[config.mk]
export PLATFORM = sky130hd
export DESIGN_NAME = bitmap_block_allocator_unit
export DESIGN_NICKNAME = d
export VERILOG_FILES = /design/src/hw/rtl/bba_pkg.sv /design/src/hw/rtl/bba_bitmap.sv /design/src/hw/rtl/bitmap_block_allocator_unit.sv
export SDC_FILE = /design/constraint.sdc
export NUM_CORES = 2
export LEC_CHECK = 0
export BUFFER_PORTS_ARGS = -buffer_cell sky130_fd_sc_hd__buf_4
export CAP_MARGIN = 0
export CELL_PAD_IN_SITES_DETAIL_PLACEMENT = 1
export CELL_PAD_IN_SITES_GLOBAL_PLACEMENT = 2
export CORE_AREA = 2 2 345 347
export DETAILED_ROUTE_END_ITERATION = 8
export DIE_AREA = 0 0 347 349
export MAX_ROUTING_LAYER = met4
export PLACE_DENSITY_LB_ADDON = 0.1
export SYNTH_ARGS = -nofsm -noshare
export SYNTH_HDL_FRONTEND = slang
export SYNTH_SLANG_ARGS = --single-unit
[constraint.sdc]
create_clock -name i_clk -period 17.6 [get_ports i_clk]
set_input_delay 0 -clock i_clk [delete_from_list [all_inputs] [get_ports i_clk]]
set_output_delay 0 -clock i_clk [all_outputs]
set_load 0.01 [all_outputs]
[src/hw/rtl/bba_pkg.sv]
package bba_pkg;

    localparam int MAX_BLOCKS = 1024;
    localparam int IDX_W      = $clog2(MAX_BLOCKS);
    localparam int CNT_W      = IDX_W + 1;

    localparam logic [1:0] KIND_ALLOC = 2'd0;
    localparam logic [1:0] KIND_FREE  = 2'd1;
    localparam logic [1:0] KIND_CLEAR = 2'd2;

    typedef struct packed {
        logic [1:0]       kind;
        logic [IDX_W-1:0] start_block;
        logic [CNT_W-1:0] block_count;
    } t_in_item;

    typedef struct packed {
        logic             ok;
        logic [IDX_W-1:0] first_block;
    } t_out_item;

    typedef struct packed {
        logic             en;
        logic [IDX_W-1:0] addr;
        logic             data;
    } t_wr_req;

endpackage

[src/hw/rtl/bba_bitmap.sv]
module bba_bitmap (
    input  logic                      i_clk,
    input  bba_pkg::t_wr_req          i_wr,
    input  logic [bba_pkg::IDX_W-1:0] i_rd_addr,
    output logic                      o_rd_bit
);

    logic r_mem [bba_pkg::MAX_BLOCKS];
    logic r_rd_bit;

    always_ff @(posedge i_clk) begin
        if (i_wr.en) begin
            r_mem[i_wr.addr] <= i_wr.data;
        end
        r_rd_bit <= r_mem[i_rd_addr];
    end

    assign o_rd_bit = r_rd_bit;

endmodule

[src/hw/rtl/bitmap_block_allocator_unit.sv]
// Block allocator over a used/free bitmap with a next-fit search cursor. Each
// input transfer carries one operation: allocate (scan from the cursor for a
// run of free blocks, never across the wrap to block 0), free (clear a run,
// lowering the cursor if the run starts below it) or clear all; each gives
// exactly one result transfer. The bitmap sits in a one-bit-wide RAM with one
// write and one registered read port: an allocate scans one block bit per
// cycle and then marks the run, a free clears its run, and clear all sweeps
// the whole RAM. After reset the same sweep runs once with o_in_stall high.
// The block works on one item at a time and stalls input until the item's
// result has been loaded into the output register; a waiting result does not
// block acceptance of the next item.
// The block count register may be written only while the block is idle.
module bitmap_block_allocator_unit (
    input  logic                      i_clk,
    input  logic                      i_rst_n,
    input  logic                      i_in_valid,
    input  bba_pkg::t_in_item         i_in_data,
    output logic                      o_in_stall,
    output logic                      o_out_valid,
    output bba_pkg::t_out_item        o_out_data,
    input  logic                      i_out_stall,
    input  logic                      i_cfg_we,
    input  logic [bba_pkg::CNT_W-1:0] i_cfg_data
);

    localparam int IW = bba_pkg::IDX_W;
    localparam int CW = bba_pkg::CNT_W;

    typedef enum logic [1:0] {
        ST_IDLE,
        ST_SCAN,
        ST_WRITE,
        ST_RESULT
    } t_state;

    t_state             r_state,     n_state;
    logic [CW-1:0]      r_cfg,       n_cfg;
    logic [IW-1:0]      r_cursor,    n_cursor;
    logic [CW-1:0]      r_item_cnt,  n_item_cnt;
    logic [IW-1:0]      r_start,     n_start;
    logic [IW-1:0]      r_pos,       n_pos;
    logic               r_issue,     n_issue;
    logic               r_chk_valid, n_chk_valid;
    logic [IW-1:0]      r_chk_pos,   n_chk_pos;
    logic               r_chk_last,  n_chk_last;
    logic [CW-1:0]      r_run,       n_run;
    logic [CW-1:0]      r_ptr,       n_ptr;
    logic [CW-1:0]      r_lim,       n_lim;
    logic               r_wr_bit,    n_wr_bit;
    logic               r_reply,     n_reply;
    logic               r_res_ok,    n_res_ok;
    logic [IW-1:0]      r_res_first, n_res_first;
    logic               r_out_valid, n_out_valid;
    bba_pkg::t_out_item r_out_data,  n_out_data;

    logic               w_rd_bit;
    bba_pkg::t_wr_req   w_wr;
    logic [CW-1:0]      w_live_n;
    logic               w_accept;
    logic [IW-1:0]      w_scan_start;
    logic [CW-1:0]      w_pos_inc;
    logic [IW-1:0]      w_next_pos;
    logic [CW-1:0]      w_run_prev;
    logic [CW-1:0]      w_run_new;
    logic [CW-1:0]      w_chk_inc;
    logic [CW-1:0]      w_run_lo;
    logic [CW:0]        w_free_sum;
    logic [CW-1:0]      w_free_lim;

    bba_bitmap u_bitmap (
        .i_clk     (i_clk),
        .i_wr      (w_wr),
        .i_rd_addr (r_pos),
        .o_rd_bit  (w_rd_bit)
    );

    // Live block count: zero reads as one, anything above the RAM depth saturates.
    always_comb begin
        if (r_cfg == '0) begin
            w_live_n = CW'(1);
        end else if (r_cfg > CW'(bba_pkg::MAX_BLOCKS)) begin
            w_live_n = CW'(bba_pkg::MAX_BLOCKS);
        end else begin
            w_live_n = r_cfg;
        end
    end

    assign w_accept     = i_in_valid && (r_state == ST_IDLE);
    assign w_scan_start = ({1'b0, r_cursor} < w_live_n) ? r_cursor : '0;

    // Read-side address walk: wrap at the live count, stop on return to the start.
    assign w_pos_inc  = {1'b0, r_pos} + CW'(1);
    assign w_next_pos = (w_pos_inc == w_live_n) ? '0 : w_pos_inc[IW-1:0];

    // Check side: the run count restarts at block 0 so runs never span the wrap.
    assign w_run_prev = (r_chk_pos == '0) ? '0 : r_run;
    assign w_run_new  = w_rd_bit ? '0 : (w_run_prev + CW'(1));
    assign w_chk_inc  = {1'b0, r_chk_pos} + CW'(1);
    assign w_run_lo   = w_chk_inc - r_item_cnt;

    // Free bound: stop at the end of the run or the live count, whichever is first.
    assign w_free_sum = {2'b00, i_in_data.start_block} + {1'b0, i_in_data.block_count};
    assign w_free_lim = (w_free_sum < {1'b0, w_live_n}) ? w_free_sum[CW-1:0] : w_live_n;

    // One write per cycle for marking, freeing and sweeping alike.
    always_comb begin
        w_wr.en   = (r_state == ST_WRITE) && (r_ptr < r_lim);
        w_wr.addr = r_ptr[IW-1:0];
        w_wr.data = r_wr_bit;
    end

    always_comb begin
        n_state     = r_state;
        n_cfg       = r_cfg;
        n_cursor    = r_cursor;
        n_item_cnt  = r_item_cnt;
        n_start     = r_start;
        n_pos       = r_pos;
        n_issue     = r_issue;
        n_chk_valid = r_chk_valid;
        n_chk_pos   = r_chk_pos;
        n_chk_last  = r_chk_last;
        n_run       = r_run;
        n_ptr       = r_ptr;
        n_lim       = r_lim;
        n_wr_bit    = r_wr_bit;
        n_reply     = r_reply;
        n_res_ok    = r_res_ok;
        n_res_first = r_res_first;
        n_out_data  = r_out_data;
        // drop the result once the far side takes it
        n_out_valid = r_out_valid && i_out_stall;

        if (i_cfg_we) begin
            n_cfg = i_cfg_data;
        end

        case (r_state)
            ST_IDLE: begin
                if (w_accept) begin
                    n_res_ok    = 1'b0;
                    n_res_first = '0;
                    n_ptr       = '0;
                    n_reply     = 1'b1;
                    n_state     = ST_RESULT;
                    case (i_in_data.kind)
                        bba_pkg::KIND_ALLOC: begin
                            if ((i_in_data.block_count != '0) &&
                                (i_in_data.block_count <= w_live_n)) begin
                                n_item_cnt  = i_in_data.block_count;
                                n_start     = w_scan_start;
                                n_pos       = w_scan_start;
                                n_issue     = 1'b1;
                                n_chk_valid = 1'b0;
                                n_chk_last  = 1'b0;
                                n_run       = '0;
                                n_state     = ST_SCAN;
                            end
                        end
                        bba_pkg::KIND_FREE: begin
                            if (i_in_data.start_block < r_cursor) begin
                                n_cursor = i_in_data.start_block;
                            end
                            n_ptr    = {1'b0, i_in_data.start_block};
                            n_lim    = w_free_lim;
                            n_wr_bit = 1'b0;
                            n_res_ok = 1'b1;
                            n_state  = ST_WRITE;
                        end
                        bba_pkg::KIND_CLEAR: begin
                            n_cursor = '0;
                            n_lim    = CW'(bba_pkg::MAX_BLOCKS);
                            n_wr_bit = 1'b0;
                            n_res_ok = 1'b1;
                            n_state  = ST_WRITE;
                        end
                        default: begin
                            // unused kind: no bitmap change, failing result
                            n_state = ST_RESULT;
                        end
                    endcase
                end
            end

            ST_SCAN: begin
                // issue: the read of r_pos lands in the RAM output register this edge
                n_chk_valid = r_issue;
                n_chk_pos   = r_pos;
                n_chk_last  = (w_next_pos == r_start);
                if (r_issue) begin
                    n_pos   = w_next_pos;
                    n_issue = (w_next_pos != r_start);
                end
                // check: test the registered bit from the last issued read
                if (r_chk_valid) begin
                    n_run = w_run_new;
                    if (w_run_new == r_item_cnt) begin
                        n_issue     = 1'b0;
                        n_chk_valid = 1'b0;
                        n_ptr       = w_run_lo;
                        n_lim       = w_chk_inc;
                        n_wr_bit    = 1'b1;
                        n_cursor    = (w_chk_inc == w_live_n) ? '0 : w_chk_inc[IW-1:0];
                        n_res_ok    = 1'b1;
                        n_res_first = w_run_lo[IW-1:0];
                        n_state     = ST_WRITE;
                    end else if (r_chk_last) begin
                        n_issue     = 1'b0;
                        n_chk_valid = 1'b0;
                        n_state     = ST_RESULT;
                    end
                end
            end

            ST_WRITE: begin
                if (r_ptr < r_lim) begin
                    n_ptr = r_ptr + CW'(1);
                end else begin
                    n_state = r_reply ? ST_RESULT : ST_IDLE;
                end
            end

            ST_RESULT: begin
                // hold until the output register is free or being emptied
                if (!r_out_valid || !i_out_stall) begin
                    n_out_valid            = 1'b1;
                    n_out_data.ok          = r_res_ok;
                    n_out_data.first_block = r_res_first;
                    n_state                = ST_IDLE;
                end
            end

            default: begin
                n_state = ST_IDLE;
            end
        endcase
    end

    always_ff @(posedge i_clk) begin
        if (!i_rst_n) begin
            // start with a full clearing sweep of the bitmap
            r_state     <= ST_WRITE;
            r_cfg       <= CW'(bba_pkg::MAX_BLOCKS);
            r_cursor    <= '0;
            r_item_cnt  <= '0;
            r_start     <= '0;
            r_pos       <= '0;
            r_issue     <= 1'b0;
            r_chk_valid <= 1'b0;
            r_chk_pos   <= '0;
            r_chk_last  <= 1'b0;
            r_run       <= '0;
            r_ptr       <= '0;
            r_lim       <= CW'(bba_pkg::MAX_BLOCKS);
            r_wr_bit    <= 1'b0;
            r_reply     <= 1'b0;
            r_res_ok    <= 1'b0;
            r_res_first <= '0;
            r_out_valid <= 1'b0;
            r_out_data  <= '0;
        end else begin
            r_state     <= n_state;
            r_cfg       <= n_cfg;
            r_cursor    <= n_cursor;
            r_item_cnt  <= n_item_cnt;
            r_start     <= n_start;
            r_pos       <= n_pos;
            r_issue     <= n_issue;
            r_chk_valid <= n_chk_valid;
            r_chk_pos   <= n_chk_pos;
            r_chk_last  <= n_chk_last;
            r_run       <= n_run;
            r_ptr       <= n_ptr;
            r_lim       <= n_lim;
            r_wr_bit    <= n_wr_bit;
            r_reply     <= n_reply;
            r_res_ok    <= n_res_ok;
            r_res_first <= n_res_first;
            r_out_valid <= n_out_valid;
            r_out_data  <= n_out_data;
        end
    end

    assign o_in_stall  = (r_state != ST_IDLE);
    assign o_out_valid = r_out_valid;
    assign o_out_data  = r_out_data;

endmodule
# Word-level counts from Yosys, hierarchy flattened
# Memory sizes are Yosys's and may differ from the RTL's. A register that Yosys moved wholly into a read port is not among the register bits.
# Index checks and enable logic that the tools add are counted.
[classes]
n_addsub = 6
mul = 0
div_mod_pow = 0
n_lt_le_gt_ge = 6
eq_ne = 23
shift = 0
muxes = 77
bitwise_logic = 0
reduce_logical = 28
[op_table]
columns = ["op", "count"]
rows = [
  ["$mux W11", 16],
  ["$mux W10", 15],
  ["$pmux W10 S2", 4],
  ["$pmux W11 S2", 3],
  ["$eq A11 B11 Y1", 3],
  ["$pmux W11 S3", 1],
  ["$reduce_and A5 Y1", 6],
  ["$mux W1", 23],
  ["$add A10 B1 Y11 const B", 2],
  ["$add A11 B1 Y11 const B", 2],
  ["$mux W2", 8],
  ["$ne A2 B2 Y1 const B", 7],
  ["$add A10 B11 Y12", 1],
  ["$lt A12 B11 Y1", 1],
  ["$reduce_and A4 Y1", 3],
  ["$gt A11 B11 Y1 const B", 1],
  ["$le A11 B11 Y1", 1],
  ["$logic_not A11 Y1", 1],
  ["$lt A10 B11 Y1", 1],
  ["$lt A11 B11 Y1", 1],
  ["$reduce_bool A11 Y1", 1],
  ["$sub A11 B11 Y11", 1],
  ["$eq A10 B10 Y1", 1],
  ["$logic_not A10 Y1", 1],
  ["19 further kinds", 36],
]
[word_totals]
register_bits = 125
latch_bits = 0
ramBits = 1024
rom_bits = 0
in_bits = 39
output_inout_bits = 13
wordCells = 161
n_memories = 1
[memory_table]
columns = ["name", "depth", "word_bits", "read_ports", "rd_clocked_by_memory_dff", "write_ports", "line", "source"]
rows = [
  ["u_bitmap.r_mem", 1024, 1, 1, 1, 1, "bba_bitmap.sv:8", "logic r_mem [bba_pkg::MAX_BLOCKS];"],
]

# Logic depth before layout (Yosys ltp)
[logic_depth]
word_depth = 11
ltp_mapped = 19
mapped_depth_nobuf = 18

# Cells and area by module
# A second synthesis with hierarchy kept.
[unflattened]
hier_cells = 4292
area_unflattened_um2 = 54074.4
[by_module_without_submodules]
columns = ["mod", "n_inst", "cells_per_inst", "area_per_inst_um2", "seq_area_each_um2"]
rows = [
  ["bba_bitmap", 1, 3112, 44656.6, 30769.5],
  ["bitmap_block_allocator_unit", 1, 1180, 9417.8, 2502.4],
]

# Least setup slack after synthesis
# No wires, ideal clock.
[synth_timing]
path_type = "flip-flop to flip-flop"
from = "register r_wr_bit"
to = "memory u_bitmap.r_mem[0] (data pin)"
setup_time_ns = 2.819
t_arrival_ns = 12.764
t_required_ns = 14.781
slack_ns = 2.017
path_stages_with_launch = 1
n_path_buf = 0
period_less_slack_ns = 15.583
path_cell_list = "dfxtp_1"
[synth_rtl]
columns = ["element", "line", "source"]
rows = [
  ["start: declaration", "bitmap_block_allocator_unit.sv:49", "logic r_wr_bit, n_wr_bit;"],
  ["start signal: assignment", "bitmap_block_allocator_unit.sv:275", "r_wr_bit <= n_wr_bit;"],
  ["end: declaration", "bba_bitmap.sv:8", ""],
]
# Straight into the memory's write port.

# Final worst setup path
[layout_timing]
from = "register r_chk_pos[0]"
to = "register r_ptr[2]"
[layout_via]
elab_chain_len = 7
word_cells_on_any_way = 12
classes_between = "3 x add/sub; 2 x eq/ne; 5 x mux; 2 x reduce/logical"
[layout_lines]
columns = ["element", "line", "source"]
rows = [
  ["start: declaration", "bitmap_block_allocator_unit.sv:44", "logic [IW-1:0] r_chk_pos, n_chk_pos;"],
  ["start signal: assignment", "bitmap_block_allocator_unit.sv:270", "r_chk_pos <= n_chk_pos;"],
  ["$logic_not A10 Y1", "bitmap_block_allocator_unit.sv:96", "assign w_run_prev = (r_chk_pos == '0) ? '0 : r_run;"],
  ["$mux W11", "bitmap_block_allocator_unit.sv:96", ""],
  ["$add A11 B1 Y11", "bitmap_block_allocator_unit.sv:97", "assign w_run_new = w_rd_bit ? '0 : (w_run_prev + CW'(1));"],
  ["$mux W11", "bitmap_block_allocator_unit.sv:97", ""],
  ["$eq A11 B11 Y1", "bitmap_block_allocator_unit.sv:197", "if (w_run_new == r_item_cnt) begin"],
  ["$ne A2 B2 Y1 (no source line)", "--", ""],
  ["$reduce_and A5 Y1 (no source line)", "--", ""],
  ["end signal: assignment", "bitmap_block_allocator_unit.sv:273", "r_ptr <= n_ptr;"],
  ["end: declaration", "bitmap_block_allocator_unit.sv:47", "logic [CW-1:0] r_ptr, n_ptr;"],
]
# Parallel ways exist; a longest one is shown, timed or not. The select of a mux whose other input is x is not followed.
# A chain may end at the register's enable or synchronous reset.

==> impl_metrics.json <==
{
  "layout_common_cells": "nor2_1 (1156), edfxtp_1 (1024), mux4_2 (298)",
  "hp-start": "i_in_data[5]",
  "h-tree-depth": 4,
  "vias": 34377,
  "cp.arrival_ns": 6.30,
  "cts_setup_buffers": 0,
  "insertion_delay_ns": 0.78,
  "layout.area.seq_mm2": 0.0333,
  "timing.fmax_mhz": 174,
  "dr.pass1.iters": 6,
  "clockBufferDepth": 3,
  "rows": 126,
  "wire_per_inst_um": 29.8,
  "nFillCells": 11534,
  "syn_area_mm2": 0.0535,
  "seqPwrFrac": 0.472,
  "drt-initial-drc-count": 3287,
  "grt_pass1_vias": 36367,
  "drv_slew": 0,
  "pre_cts_ws_ns": 11.93,
  "hpwl_um": 94100,
  "async_flop_share": 0,
  "antenna_left": 0,
  "io_buffer_count": 51,
  "multi_input_area_mm2": 0.0187,
  "power-per-cell-area_mw_per_mm2": 108,
  "ys.flop_type": "edfxtp_1",
  "status": "finished clean",
  "switchingPower_mw": 1.76,
  "tns_ns": 0,
  "clock_skew_ns": 0.0492,
  "end_kind": "flop",
  "grtUsageTotal": 0.289,
  "wl_um": 168000,
  "final-hold-violation-count": 0,
  "cts_root_buffer": "clkbuf_16",
  "dieArea_mm2": 0.121,
  "critPathLaunchType": "flop",
  "timing.rr.start": "r_chk_pos[0]$_SDFFE_PN0P_",
  "period_needed_ns": 5.74,
  "maxCapViolCount": 0,
  "path_clk_slew_ns": 0.06,
  "combPwrFrac": 0.121,
  "power.share.clock": 0.407,
  "cts_inserted_buffers": 131,
  "initial_utilization": 0.456,
  "antennaDiodeCount": 0,
  "placed_area_mm2": 0.0552,
  "syn_nets": 4183,
  "synthToLayoutAreaGrowth_pct": 11.6,
  "core-area_mm2": 0.117,
  "crit_fanout": 22,
  "viasPerCell": 6.09,
  "grt_antenna_before_repair": 1,
  "ys_warn_count": 0,
  "final_layout_size_suffix_gt1_frac": 0.163,
  "final_common_cell": "nor2_1",
  "sw_frac_of_total": 0.273,
  "ys_seq_area_frac": 0.622,
  "leakagePower_nw": 15.7,
  "syn_inst": 4057,
  "ios": 52,
  "setup_violations": 0,
  "hold_buffers": 53,
  "grt_pass1_wl_um": 247000,
  "die_w_um": 347,
  "path_class": "reg2reg",
  "synth.distinct_cells": 92,
  "startpoint": "r_chk_pos[0]$_SDFFE_PN0P_",
  "finalCritPeriodShare": 0.326,
  "ir_worst_vdd_v": 0.000104,
  "remaining_drc_errors": 0,
  "final_cell_area_mm2": 0.0597,
  "slew_headroom": 0.0436,
  "cts_tree": "yes",
  "fin_nets": 4133,
  "grt_max_degree": 307,
  "worst_pin_slew_ns": 1.43,
  "crit_required_ns": 18.17,
  "synth_edf_count": 1024,
  "clkSinkCount": 1150,
  "syn_avg_cell_area_um2": 13.2,
  "p_int_mw": 4.67,
  "rsz0062_at_grt": "false",
  "die_h_um": 349,
  "cts_resized": 0,
  "min-delay-path-class": "in2reg",
  "routabilityCongestion": 0.874,
  "synth-seq-cells": 1150,
  "grt_remaining_overflow": 0,
  "setup_slack_ns": 11.86
}
cell type report:
cell class,instances,area share
clock buffer,170,0.0582
sequential,1150,0.557
timing repair buffer,167,0.0243
multi-input combinational,2472,0.313
inverter,85,0.00534
tap,1536,0.0322
clock inverter,61,0.00953
registers in the layout (all words and copies together), names as in the netlist, 2 cells and up:
register and cells:
r_chk_pos 10, r_cfg 11, r_res_first 10, r_item_cnt 11, r_start 10, u_bitmap.r_mem 1024
r_cursor 10, o_out_data 11, r_lim 11, r_run 11, r_pos 10, r_state 2
r_ptr 11
routing by layer:
metal | routed length, um | GRT usage | vias to the layer above
met5 | 0 | - | -
met4 | 5810 | 0.0985 | 0
met3 | 9590 | 0.0420 | 277
met2 | 84000 | 0.478 | 1057
met1 | 69000 | 0.367 | 18183
li1 | - | - | 14860
logic make-up (layout without fill, tap and decap cells):
family,count (synthesis),after routing,synth area share
AOI/OAI and AO/OA,405,405,0.0527
xor gates and xnor gates,59,59,0.0109
buffers and inverters,435,483,0.0326
and+or+nand+nor,1539,1539,0.120
DFF,1150,1150,0.622
muxes,382,382,0.141
adders and majority gates,87,87,0.0206
cells in the mapped netlist, types with 8 or more instances:
cell | number | area, um2
a211oi_1 | 34 | 255
or3_1 | 10 | 62.6
or2_2 | 9 | 56.3
o211ai_1 | 13 | 97.6
a21o_1 | 16 | 120
a22oi_1 | 39 | 293
nor3_1 | 41 | 205
nand2_1 | 124 | 465
xor2_1 | 12 | 105
nand3_1 | 62 | 310
a22o_1 | 19 | 166
and2_1 | 9 | 56.3
mux2i_1 | 80 | 801
o21a_1 | 13 | 97.6
nand2b_1 | 23 | 144
buf_2 | 52 | 260
mux4_2 | 298 | 6710
edfxtp_1 | 1024 | 30700
nand4_1 | 25 | 156
inv_1 | 83 | 312
nor2_1 | 1156 | 4340
clkbuf_1 | 257 | 965
buf_4 | 12 | 90.1
o21ai_0 | 57 | 285
xnor2_1 | 42 | 368
dfxtp_1 | 126 | 2520
a221oi_1 | 10 | 87.6
nor2b_1 | 23 | 144
a21oi_1 | 95 | 475
ha_1 | 85 | 1060
buf_1 | 28 | 105
a2111oi_0 | 8 | 70.1
and3_1 | 11 | 68.8
metrics by stage:
stage	power, mW	cells	util	hold WS [ns]
5_1_grt	6.63	5641	0.509	0.0747
3_5_place_dp	3.86	5357	0.470	0.240
6_report	6.43	5641	0.509	0.0696
4_1_cts	6.48	5641	0.509	0.0297
2_1_floorplan	3.52	4057	-	0.130
3_3_place_gp	3.84	5357	0.470	0.236
worst paths after layout:
| kind | to | slack, ns | cells past startpoint |
|---|---|---|---|
| min reg2reg | o_out_data[5]$_SDFFE_PN0P_ | 0.46 | 2 |
| max | r_ptr[2]$_SDFFE_PN0P_ | 11.86 | 15 |
| max reg2reg | r_ptr[2]$_SDFFE_PN0P_ | 11.86 | 15 |
| min | r_item_cnt[5]$_SDFFE_PN0P_ | 0.07 | 4 |
power groups by stage:
stage | clock network (mW) | registers [mW] | logic, mW
2_1_floorplan | 0 | 3.06 | 0.463
3_3_place_gp | 0 | 3.09 | 0.748
3_5_place_dp | 0 | 3.09 | 0.767
4_1_cts | 2.67 | 3.03 | 0.780
5_1_grt | 2.77 | 3.04 | 0.832
6_report | 2.62 | 3.03 | 0.776
worst max-delay path: stages (launching register included):
cell and delay, ns:
dfxtp_1 0.56, inv_1 0.22, ha_1 0.25, nor4b_4 0.16, nand3_1 0.46, and2_1 0.21
ha_1 0.35, inv_1 0.15, or4_4 0.56, xor2_1 0.35, a41o_1 0.29, a211oi_2 0.09
o31ai_4 0.43, nand4b_1 0.79, a221oi_1 0.56, a211oi_1 0.10
Note: power is estimated with default switching activity, not from simulation.
